==> src/hw/rtl/psc_pkg.sv <==
`default_nettype none
// ----------------------------------------------------------------------------
// psc_pkg
// shared widths, constants and the arctangent table of the steering block
// ----------------------------------------------------------------------------
package psc_pkg;

   // field widths
   localparam int POS_W    = 16;   // Q5.10 position
   localparam int ANG_W    = 16;   // Q3.12 angle
   localparam int CFG_W    = 15;   // configuration registers
   localparam int CSR_IDX_W = 2;
   localparam int DIFF_W   = POS_W + 1;  // difference vector component
   localparam int SCALE_SH = 8;          // difference scaled by 2^8 before rotation
   localparam int CX_W     = 28;         // rotation x/y datapath, signed
   localparam int Z_W      = 24;         // angle accumulator, Q.20 signed
   localparam int GAIN_W   = 16;
   localparam int PROD_W   = CX_W - 1 + GAIN_W;
   localparam int LEN_SH   = 24;
   localparam int LEN_W    = PROD_W - LEN_SH;
   localparam int WRAP_W   = ANG_W + 2;  // heading error before wrapping

   localparam int CORDIC_ITERATIONS_DEF = 14;
   localparam int ATAN_DEPTH = 24;
   localparam int ATAN_IDX_W = 5;

   // constants
   localparam logic [GAIN_W-1:0]        INV_GAIN_Q16 = 16'd39797;
   localparam logic signed [Z_W-1:0]    HALF_PI_Q20  = 24'sd1647099;
   localparam logic signed [Z_W-1:0]    ANG_ROUND    = 24'sd128;
   localparam logic [PROD_W-1:0]        LEN_ROUND    = PROD_W'(64'd1 << (LEN_SH - 1));
   localparam logic signed [WRAP_W-1:0] PI_Q12       = 18'sd12868;
   localparam logic signed [WRAP_W-1:0] TWO_PI_Q12   = 18'sd25736;

   // configuration register indexes
   localparam logic [CSR_IDX_W-1:0] CSR_STOP_DISTANCE = 2'd0;
   localparam logic [CSR_IDX_W-1:0] CSR_LINEAR_LIMIT  = 2'd1;
   localparam logic [CSR_IDX_W-1:0] CSR_ANGULAR_LIMIT = 2'd2;

   // reset values
   localparam logic [CFG_W-1:0]        STOP_DISTANCE_RST = 15'd1024;
   localparam logic [CFG_W-1:0]        LINEAR_LIMIT_RST  = 15'd2048;
   localparam logic [CFG_W-1:0]        ANGULAR_LIMIT_RST = 15'd8192;
   localparam logic signed [POS_W-1:0] OWN_POS_RST       = 16'sd1024;
   localparam logic signed [ANG_W-1:0] OWN_HEADING_RST   = 16'sd0;

   // status of the rotation unit
   typedef struct packed {
      logic busy;
      logic done;
   } cordic_status_type;

   // atan(2^-i) in Q.20
   function automatic logic [20:0] atan_q20(input logic [ATAN_IDX_W-1:0] idx);
      logic [20:0] val;
      case (idx)
         5'd0:    val = 21'd823550;
         5'd1:    val = 21'd486170;
         5'd2:    val = 21'd256879;
         5'd3:    val = 21'd130396;
         5'd4:    val = 21'd65451;
         5'd5:    val = 21'd32757;
         5'd6:    val = 21'd16383;
         5'd7:    val = 21'd8192;
         5'd8:    val = 21'd4096;
         5'd9:    val = 21'd2048;
         5'd10:   val = 21'd1024;
         5'd11:   val = 21'd512;
         5'd12:   val = 21'd256;
         5'd13:   val = 21'd128;
         5'd14:   val = 21'd64;
         5'd15:   val = 21'd32;
         5'd16:   val = 21'd16;
         5'd17:   val = 21'd8;
         5'd18:   val = 21'd4;
         5'd19:   val = 21'd2;
         5'd20:   val = 21'd1;
         default: val = 21'd0;
      endcase
      return val;
   endfunction

endpackage
`default_nettype wire

==> src/hw/rtl/pursuit_steering_command.sv <==
`default_nettype none
// ----------------------------------------------------------------------------
// pursuit_steering_command
// go-to-target proportional steering: speed and turn rate toward a target
// ----------------------------------------------------------------------------
// usage
//   req channel (valid/ready): req_operation 0 stores the own pose
//   (req_pos_x, req_pos_y, req_heading) and gives no response; 1 takes
//   req_pos_x/req_pos_y as a target and gives one rsp transfer
//   rsp channel (valid/ready): linear speed, angular speed, stop flag
//   csr port: csr_we writes csr_wdata into the register at csr_index
//   (0 stop distance, 1 linear limit, 2 angular limit, others ignored)
// sequencing
//   a pose update is stored at its transfer; a target passes through the
//   load, rotation, scale and wrap steps to a valid response, the rotation
//   done by the shift-add rotator that runs one iteration per cycle
//   req_ready is high only while the sequencer is idle, so no new request
//   is taken until the previous target has left the final step
// reset
//   synchronous, clears the sequencer and the response valid, loads the
//   register defaults and an own pose of (1.0, 1.0) heading 0
// stalls
//   the response sits in an output register; pose updates are still taken
//   while it waits, a new target finishes its rotation and then holds in
//   the final step until the response register is free
// ----------------------------------------------------------------------------
module pursuit_steering_command #(
   parameter int CORDIC_ITERATIONS = psc_pkg::CORDIC_ITERATIONS_DEF
) (
   input  wire logic                                clock,
   input  wire logic                                reset,
   // request channel
   input  wire logic                                req_valid,
   output logic                                     req_ready,
   input  wire logic                                req_operation,
   input  wire logic signed [psc_pkg::POS_W-1:0]    req_pos_x,
   input  wire logic signed [psc_pkg::POS_W-1:0]    req_pos_y,
   input  wire logic signed [psc_pkg::ANG_W-1:0]    req_heading,
   // response channel
   output logic                                     rsp_valid,
   input  wire logic                                rsp_ready,
   output logic [psc_pkg::CFG_W-1:0]                rsp_linear_speed,
   output logic signed [psc_pkg::ANG_W-1:0]         rsp_angular_speed,
   output logic                                     rsp_stopped,
   // configuration
   input  wire logic                                csr_we,
   input  wire logic [psc_pkg::CSR_IDX_W-1:0]       csr_index,
   input  wire logic [psc_pkg::CFG_W-1:0]           csr_wdata
);

   // sequencer states
   typedef enum logic [4:0] {
      S_IDLE   = 5'b00001,
      S_LOAD   = 5'b00010,
      S_CORDIC = 5'b00100,
      S_SCALE  = 5'b01000,
      S_WRAP   = 5'b10000
   } state_type;

   state_type state_ff, state_in;

   // configuration registers
   logic [psc_pkg::CFG_W-1:0] stop_distance_ff, linear_limit_ff, angular_limit_ff;

   // own pose
   logic signed [psc_pkg::POS_W-1:0] own_x_ff, own_y_ff;
   logic signed [psc_pkg::ANG_W-1:0] own_heading_ff;

   // datapath registers
   logic signed [psc_pkg::DIFF_W-1:0] dx_ff, dy_ff;
   logic                              dzero_ff;
   logic [psc_pkg::PROD_W-1:0]        prod_ff;
   logic signed [psc_pkg::ANG_W-1:0]  bearing_ff;
   logic [psc_pkg::LEN_W-1:0]         len_ff;
   logic signed [psc_pkg::WRAP_W-1:0] diff_ff;

   // response registers
   logic                              rsp_valid_ff, rsp_valid_in;
   logic [psc_pkg::CFG_W-1:0]         rsp_lin_ff, rsp_lin_in;
   logic signed [psc_pkg::ANG_W-1:0]  rsp_ang_ff, rsp_ang_in;
   logic                              rsp_stop_ff, rsp_stop_in;

   // combinational helpers
   logic                              req_xfer, out_free, cordic_start;
   logic signed [psc_pkg::DIFF_W-1:0] dx_in, dy_in;
   logic [psc_pkg::PROD_W-1:0]        prod_in, len_sum;
   logic signed [psc_pkg::Z_W-1:0]    z_round;
   logic signed [psc_pkg::ANG_W-1:0]  bearing_in;
   logic signed [psc_pkg::WRAP_W-1:0] diff_in, w1, w2, w3, w4, lim, clamped;

   psc_pkg::cordic_status_type        cordic_status;
   logic [psc_pkg::CX_W-2:0]          cordic_x;
   logic signed [psc_pkg::Z_W-1:0]    cordic_z;

   assign req_ready = (state_ff == S_IDLE);
   assign req_xfer  = req_valid && req_ready;
   assign out_free  = !rsp_valid_ff || rsp_ready;
   assign cordic_start = (state_ff == S_LOAD);

   // difference vector, formed at the request transfer
   assign dx_in = psc_pkg::DIFF_W'(req_pos_x) - psc_pkg::DIFF_W'(own_x_ff);
   assign dy_in = psc_pkg::DIFF_W'(req_pos_y) - psc_pkg::DIFF_W'(own_y_ff);

   psc_cordic #(
      .CORDIC_ITERATIONS (CORDIC_ITERATIONS)
   ) u_cordic (
      .clock  (clock),
      .reset  (reset),
      .start  (cordic_start),
      .dx     (dx_ff),
      .dy     (dy_ff),
      .status (cordic_status),
      .x_mag  (cordic_x),
      .z_out  (cordic_z)
   );

   // gain correction and bearing rounding (round half up, Q.20 to Q3.12)
   assign prod_in    = psc_pkg::PROD_W'(cordic_x) * psc_pkg::PROD_W'(psc_pkg::INV_GAIN_Q16);
   assign z_round    = cordic_z + psc_pkg::ANG_ROUND;
   assign bearing_in = dzero_ff ? '0 : z_round[psc_pkg::Z_W-1:psc_pkg::SCALE_SH];

   // length and raw heading error
   assign len_sum = prod_ff + psc_pkg::LEN_ROUND;
   assign diff_in = psc_pkg::WRAP_W'(bearing_ff) - psc_pkg::WRAP_W'(own_heading_ff);

   // wrap into +-pi (two corrections each way), then clamp
   always_comb begin
      w1 = (diff_ff > psc_pkg::PI_Q12)  ? diff_ff - psc_pkg::TWO_PI_Q12 : diff_ff;
      w2 = (w1 > psc_pkg::PI_Q12)       ? w1 - psc_pkg::TWO_PI_Q12      : w1;
      w3 = (w2 < -psc_pkg::PI_Q12)      ? w2 + psc_pkg::TWO_PI_Q12      : w2;
      w4 = (w3 < -psc_pkg::PI_Q12)      ? w3 + psc_pkg::TWO_PI_Q12      : w3;
      lim = psc_pkg::WRAP_W'(angular_limit_ff);
      if (w4 > lim) begin
         clamped = lim;
      end else if (w4 < -lim) begin
         clamped = -lim;
      end else begin
         clamped = w4;
      end
   end

   // response formation in the final step
   always_comb begin
      rsp_lin_in  = rsp_lin_ff;
      rsp_ang_in  = rsp_ang_ff;
      rsp_stop_in = rsp_stop_ff;
      if (len_ff < psc_pkg::LEN_W'(stop_distance_ff)) begin
         rsp_lin_in  = '0;
         rsp_ang_in  = '0;
         rsp_stop_in = 1'b1;
      end else begin
         if (len_ff > psc_pkg::LEN_W'(linear_limit_ff)) begin
            rsp_lin_in = linear_limit_ff;
         end else begin
            rsp_lin_in = len_ff[psc_pkg::CFG_W-1:0];
         end
         rsp_ang_in  = clamped[psc_pkg::ANG_W-1:0];
         rsp_stop_in = 1'b0;
      end
   end

   // sequencer
   always_comb begin
      state_in     = state_ff;
      rsp_valid_in = rsp_valid_ff && !rsp_ready;
      case (state_ff)
         S_IDLE: begin
            if (req_xfer && req_operation) begin
               state_in = S_LOAD;
            end
         end
         S_LOAD: begin
            state_in = S_CORDIC;
         end
         S_CORDIC: begin
            if (cordic_status.done) begin
               state_in = S_SCALE;
            end
         end
         S_SCALE: begin
            state_in = S_WRAP;
         end
         S_WRAP: begin
            // hold until the response register can take the result
            if (out_free) begin
               rsp_valid_in = 1'b1;
               state_in     = S_IDLE;
            end
         end
         default: begin
            state_in = S_IDLE;
         end
      endcase
   end

   always_ff @(posedge clock) begin
      if (reset) begin
         state_ff         <= S_IDLE;
         rsp_valid_ff     <= 1'b0;
         stop_distance_ff <= psc_pkg::STOP_DISTANCE_RST;
         linear_limit_ff  <= psc_pkg::LINEAR_LIMIT_RST;
         angular_limit_ff <= psc_pkg::ANGULAR_LIMIT_RST;
         own_x_ff         <= psc_pkg::OWN_POS_RST;
         own_y_ff         <= psc_pkg::OWN_POS_RST;
         own_heading_ff   <= psc_pkg::OWN_HEADING_RST;
      end else begin
         state_ff     <= state_in;
         rsp_valid_ff <= rsp_valid_in;
         if (csr_we) begin
            case (csr_index)
               psc_pkg::CSR_STOP_DISTANCE: stop_distance_ff <= csr_wdata;
               psc_pkg::CSR_LINEAR_LIMIT:  linear_limit_ff  <= csr_wdata;
               psc_pkg::CSR_ANGULAR_LIMIT: angular_limit_ff <= csr_wdata;
               default: begin
               end
            endcase
         end
         // own pose update transfer
         if (req_xfer && !req_operation) begin
            own_x_ff       <= req_pos_x;
            own_y_ff       <= req_pos_y;
            own_heading_ff <= req_heading;
         end
      end
   end

   // payload registers, no reset
   always_ff @(posedge clock) begin
      if (req_xfer) begin
         dx_ff    <= dx_in;
         dy_ff    <= dy_in;
         dzero_ff <= (dx_in == '0) && (dy_in == '0);
      end
      if (state_ff == S_CORDIC) begin
         prod_ff    <= prod_in;
         bearing_ff <= bearing_in;
      end
      if (state_ff == S_SCALE) begin
         len_ff  <= len_sum[psc_pkg::PROD_W-1:psc_pkg::LEN_SH];
         diff_ff <= diff_in;
      end
      if ((state_ff == S_WRAP) && out_free) begin
         rsp_lin_ff  <= rsp_lin_in;
         rsp_ang_ff  <= rsp_ang_in;
         rsp_stop_ff <= rsp_stop_in;
      end
   end

   assign rsp_valid         = rsp_valid_ff;
   assign rsp_linear_speed  = rsp_lin_ff;
   assign rsp_angular_speed = rsp_ang_ff;
   assign rsp_stopped       = rsp_stop_ff;

   // the rotator is never busy while requests are taken
   a_idle_not_busy: assert property (@(posedge clock) disable iff (reset)
      (state_ff == S_IDLE) |-> !cordic_status.busy)
      else $error("rotator busy while sequencer idle");

   // rotator completion only while the sequencer waits for it
   a_done_in_cordic: assert property (@(posedge clock) disable iff (reset)
      cordic_status.done |-> (state_ff == S_CORDIC))
      else $error("rotator done outside its wait state");

   // a target transfer leads in the next cycle to the load step that starts the rotator
   a_target_starts: assert property (@(posedge clock) disable iff (reset)
      (req_xfer && req_operation) |=> (state_ff == S_LOAD))
      else $error("target transfer did not start the rotation");

   // a new response only leaves the final step
   a_rsp_from_wrap: assert property (@(posedge clock) disable iff (reset)
      $rose(rsp_valid_ff) |-> $past(state_ff == S_WRAP))
      else $error("response raised outside the final step");

   // a stop response carries a zero command
   a_stop_zero: assert property (@(posedge clock) disable iff (reset)
      (rsp_valid_ff && rsp_stop_ff) |-> ((rsp_lin_ff == '0) && (rsp_ang_ff == '0)))
      else $error("stop response with nonzero command");

endmodule
`default_nettype wire

==> src/hw/rtl/psc_cordic.sv <==
`default_nettype none
// ----------------------------------------------------------------------------
// psc_cordic
// iterative vectoring rotator: one shift-add step per cycle
// ----------------------------------------------------------------------------
module psc_cordic #(
   parameter int CORDIC_ITERATIONS = psc_pkg::CORDIC_ITERATIONS_DEF
) (
   input  wire logic                                 clock,
   input  wire logic                                 reset,
   input  wire logic                                 start,
   input  wire logic signed [psc_pkg::DIFF_W-1:0]    dx,
   input  wire logic signed [psc_pkg::DIFF_W-1:0]    dy,
   output psc_pkg::cordic_status_type                status,
   output logic [psc_pkg::CX_W-2:0]                  x_mag,
   output logic signed [psc_pkg::Z_W-1:0]            z_out
);

   localparam int ITER_W = (CORDIC_ITERATIONS > 1) ? $clog2(CORDIC_ITERATIONS) : 1;
   localparam int EXT_W  = psc_pkg::CX_W - psc_pkg::DIFF_W - psc_pkg::SCALE_SH;

   logic signed [psc_pkg::CX_W-1:0] x_ff, x_in, y_ff, y_in;
   logic signed [psc_pkg::Z_W-1:0]  z_ff, z_in;
   logic [ITER_W-1:0]               cnt_ff, cnt_in;
   logic                            busy_ff, busy_in, done_ff, done_in;

   logic signed [psc_pkg::CX_W-1:0] x_scaled, y_scaled, xs, ys;
   logic signed [psc_pkg::Z_W-1:0]  atan_val;
   logic                            last_iter;

   assign x_scaled = {{EXT_W{dx[psc_pkg::DIFF_W-1]}}, dx, {psc_pkg::SCALE_SH{1'b0}}};
   assign y_scaled = {{EXT_W{dy[psc_pkg::DIFF_W-1]}}, dy, {psc_pkg::SCALE_SH{1'b0}}};

   // shared shifter and adders
   assign xs        = x_ff >>> cnt_ff;
   assign ys        = y_ff >>> cnt_ff;
   assign atan_val  = psc_pkg::Z_W'(psc_pkg::atan_q20(psc_pkg::ATAN_IDX_W'(cnt_ff)));
   assign last_iter = (cnt_ff == ITER_W'(CORDIC_ITERATIONS - 1));

   always_comb begin
      x_in    = x_ff;
      y_in    = y_ff;
      z_in    = z_ff;
      cnt_in  = cnt_ff;
      busy_in = busy_ff;
      done_in = 1'b0;
      if (start) begin
         // left half plane: pre-rotate by a quarter turn
         if (dx[psc_pkg::DIFF_W-1]) begin
            if (!dy[psc_pkg::DIFF_W-1]) begin
               x_in = y_scaled;
               y_in = -x_scaled;
               z_in = psc_pkg::HALF_PI_Q20;
            end else begin
               x_in = -y_scaled;
               y_in = x_scaled;
               z_in = -psc_pkg::HALF_PI_Q20;
            end
         end else begin
            x_in = x_scaled;
            y_in = y_scaled;
            z_in = '0;
         end
         cnt_in  = '0;
         busy_in = 1'b1;
      end else if (busy_ff) begin
         if (!y_ff[psc_pkg::CX_W-1]) begin
            x_in = x_ff + ys;
            y_in = y_ff - xs;
            z_in = z_ff + atan_val;
         end else begin
            x_in = x_ff - ys;
            y_in = y_ff + xs;
            z_in = z_ff - atan_val;
         end
         cnt_in = cnt_ff + 1'b1;
         if (last_iter) begin
            busy_in = 1'b0;
            done_in = 1'b1;
         end
      end
   end

   always_ff @(posedge clock) begin
      x_ff   <= x_in;
      y_ff   <= y_in;
      z_ff   <= z_in;
      cnt_ff <= cnt_in;
      if (reset) begin
         busy_ff <= 1'b0;
         done_ff <= 1'b0;
      end else begin
         busy_ff <= busy_in;
         done_ff <= done_in;
      end
   end

   assign status.busy = busy_ff;
   assign status.done = done_ff;
   assign x_mag       = x_ff[psc_pkg::CX_W-1] ? '0 : x_ff[psc_pkg::CX_W-2:0];
   assign z_out       = z_ff;

endmodule
`default_nettype wire

==> config.mk <==
export PLATFORM = sky130hd
export DESIGN_NAME = pursuit_steering_command
export DESIGN_NICKNAME = d
export VERILOG_FILES = /design/src/hw/rtl/psc_pkg.sv /design/src/hw/rtl/pursuit_steering_command.sv /design/src/hw/rtl/psc_cordic.sv
export SDC_FILE = /design/constraint.sdc
export NUM_CORES = 2
export LEC_CHECK = 0
export ABC_AREA = 1
export BUFFER_PORTS_ARGS = -buffer_cell sky130_fd_sc_hd__clkbuf_2
export CAP_MARGIN = 20
export CELL_PAD_IN_SITES_DETAIL_PLACEMENT = 0
export CELL_PAD_IN_SITES_GLOBAL_PLACEMENT = 1
export CORE_MARGIN = 1
export CORE_UTILIZATION = 35
export DETAILED_ROUTE_END_ITERATION = 7
export PLACE_DENSITY_LB_ADDON = 0.1
export SYNTH_ARGS = -nofsm -noshare
export SYNTH_HDL_FRONTEND = slang
export SYNTH_SLANG_ARGS = --single-unit
==> constraint.sdc <==
create_clock -name clock -period 11.7 [get_ports clock]
set_input_delay 1.17 -clock clock [delete_from_list [all_inputs] [get_ports clock]]
set_output_delay 1.17 -clock clock [all_outputs]
set_load 0.01 [all_outputs]
==> flow_summary.json <==
{
  "cts_setup_buffers": 0,
  "path_max_fanout": 24,
  "dp_cells": 5864,
  "ys_top_cells_by_count": "nand2_1 (863), inv_1 (754), o21ai_0 (411), nor2_1 (386), ha_1 (371)",
  "first_global_vias": 28900,
  "clk_pin_slew_ns": 0.06,
  "cts-root-buf": "clkbuf_16",
  "rsz0062_at_grt": "no",
  "timing.hold.ws_ns": 0.456,
  "via_count": 29100,
  "fmax_mhz": 118,
  "syn_inst": 4556,
  "synth-compound-area-share_pct": 14.4,
  "start_util_pct": 35.4,
  "seq_area_frac_synth_pct": 26.0,
  "final_antenna_net_count": 0,
  "syn_nets": 5194,
  "min_period_ns": 8.51,
  "core_um2": 98600,
  "max_stage_delay_ns": 0.57,
  "cp-end-kind": "register",
  "outcome": "complete, no violations",
  "dieArea_um2": 101000,
  "holdPathEnd": "own_x_ff[5]",
  "hold_class": "reg2reg",
  "gp_congestion": 0.874,
  "cts_inserted_buffers": 46,
  "hold_viol": 0,
  "yosys.area_share.adder_pct": 24.5,
  "setup_tns_ns": 0,
  "ys.flop_type": "edfxtp_1",
  "vias_per_cell": 4.89,
  "cts_max_level": 2,
  "post-route-period-util_pct": 72.7,
  "synth-simple-area-share_pct": 19.2,
  "cts_hold_buf": 0,
  "cp_common_cell": "nand2_1",
  "ys.warnings.count": 0,
  "cts-resized-gates": 0,
  "synth_edf_count": 219,
  "critical_path_class": "reg2reg",
  "synthTopCellsByArea": "edfxtp_1 (19%), ha_1 (13%), fa_1 (11%), nand2_1 (9.3%), inv_1 (8.1%)",
  "rr_worst_depth": 44,
  "p_leak_nw": 18.4,
  "dp_hpwl_um": 79900,
  "worstHoldStart": "own_x_ff[5]",
  "finalPower_mw": 8.71,
  "wl_per_cell_um": 16.8,
  "synth_top_family_by_area": "adder cells",
  "worst_pin_slew_ns": 0.989,
  "yosys.area.top_type": "edfxtp_1",
  "pin_count": 105,
  "worst_slack_ns": 3.19,
  "max-slew-margin-rel_pct": 33.8,
  "synth_xor_area_share_pct": 5.35,
  "required_ns": 12.09,
  "syn_area_per_cell_um2": 7.66,
  "dr.pass1.iters": 7,
  "synth_top_cell_area_share_pct": 18.8,
  "cap_viol_max_count": 0,
  "port_buffers": 104,
  "crit_arrival_ns": 8.90,
  "worst-r2r-setup-slack_ns": 3.19,
  "max-clock-path-buffers": 3,
  "finClkSkew_ns": 0.0581,
  "grt_antenna_before_repair": 1,
  "syn_area_um2": 34900,
  "async_flop_share_pct": 0,
  "muxShareOfSynthArea_pct": 0.631,
  "nNetsFinal": 5265,
  "drc_errors": 0,
  "grt_pass1_wl_um": 159000,
  "layout-drive-gt1-share_pct": 6.50,
  "critical-path-top-delay-family": "simple AND/OR/NAND/NOR gates",
  "synth_seq_cells": 344,
  "start_kind": "register",
  "finalSetupViolations": 0,
  "cts_tree": "yes",
  "synth_most_common_cell": "nand2_1",
  "num_antenna_cells": 0,
  "synthDistinctLibCells": 67,
  "worstPathBufferInverterCount": 4,
  "fp.dieW_um": 318,
  "worstReg2RegEnd": "rsp_angular_speed[11]",
  "drtIter0Drc": 1755,
  "worstSkewPairLatency_ns": 0.66,
  "overflow": 0,
  "drv_slew": 0,
  "instances_no_fill": 5951,
  "r2r-start": "diff_ff[2]",
  "holdPathStages": 2,
  "critPathSlowestCell": "edfxtp_1",
  "grt_max_degree": 95,
  "p_per_area_nw_per_um2": 226,
  "die_h_um": 318,
  "cts_sinks": 344,
  "area_growth_pct": 10.3,
  "track_usage_pct": 19.7,
  "drt-total-wl_um": 99700,
  "pre_cts_slack_ns": 3.14,
  "num_rows": 115,
  "irDropWorstVdd_mv": 0.188
}
==> layout by cell type, fill, tap and decap left out, types with 20 or more instances in the layout <==
| cell | count |
|---|---|
| clkbuf_16 | 46 |
| a21oi_1 | 324 |
| xnor2_1 | 56 |
| o211ai_1 | 27 |
| nand3_1 | 166 |
| nand4_1 | 44 |
| a31oi_1 | 20 |
| buf_4 | 41 |
| clkbuf_2 | 104 |
| nand2_1 | 861 |
| xor2_1 | 157 |
| a211oi_1 | 22 |
| nor2_1 | 385 |
| o21ai_0 | 411 |
| mux2i_1 | 22 |
| nor3_1 | 58 |
| fa_1 | 196 |
| edfxtp_1 | 219 |
| dfxtp_1 | 124 |
| ha_1 | 371 |
| inv_1 | 753 |
==> metal layers <==
layer	vias up	wire, um	GRT usage (%)
met1	13400	48400	27.0
met2	486	45300	32.5
li1	15100	-	-
met4	0	2630	5.86
met3	121	3360	2.08
met5	-	0	0
==> worst register-to-register path: cells and delay by family (launching register included) <==
kind            cells  cell delay (ns)
simple gates       31             4.71
buf+inv             4             0.69
fa+ha+maj           2             0.55
compound gates      6             1.42
flops               1             0.57
xor+xnor            1             0.31
==> stage by stage <==
step | area [um2] | util, %
final | 38500 | 39.1
after global routing | 38500 | 39.1
after CTS | 38500 | 39.0
after detailed placement | 36900 | 37.4
after global placement | 36800 | 37.4
after floorplan | 34900 | -
==> power by group <==
part	switching, mW	internal (mW)
registers	0.106	1.64
logic	3.39	2.05
clock network	0.629	0.900
==> cell families (layout without fill, tap and decap cells) <==
| family | count (synthesis) | count (layout) |
|---|---|---|
| AO/OA/AOI/OAI | 912 | 912 |
| XOR/XNOR | 213 | 213 |
| adder cells (fa/ha/maj) | 567 | 567 |
| buffers and inverters | 897 | 1005 |
| flip-flops | 344 | 344 |
| multiplexers | 22 | 22 |
| AND/OR/NAND/NOR | 1601 | 1601 |
==> sequential cells by signal, indices dropped and copies added (netlist names), 16 cells and up <==
register / flops
dy_ff: 17
u_cordic.x_ff: 28
u_cordic.y_ff: 28
prod_ff: 20
own_heading_ff: 16
u_cordic.z_out: 24
rsp_angular_speed: 16
u_cordic.atan_val: 20
own_y_ff: 16
own_x_ff: 16
diff_ff: 17
len_ff: 19
bearing_ff: 16
dx_ff: 17
==> layout make-up <==
class	count	area (um2)
Timing Repair Buffer	146	840
Multi-Input combinational cell	3315	22400
Inverter	774	2910
Tap cell	1287	1610
Fill cell	10400	60100
Clock inverter	28	394
Clock buffer	57	1240
Sequential cell	344	9080
==> how the worst max path moves through the flow <==
| stage | from | endpoint | depth (start not counted) |
|---|---|---|---|
| 6_report | diff_ff[2] | rsp_angular_speed[11] | 44 |
| 5_1_grt | diff_ff[2] | rsp_angular_speed[10] | 45 |
| 4_1_cts | diff_ff[2] | rsp_angular_speed[11] | 44 |
| 3_5_place_dp | diff_ff[2] | rsp_angular_speed[11] | 44 |
| 3_3_place_gp | diff_ff[2] | rsp_angular_speed[11] | 45 |
| 2_1_floorplan | u_cordic.x_ff[27] | prod_ff[39] | 28 |
No activity file was read; power rests on OpenSTA's default activity.
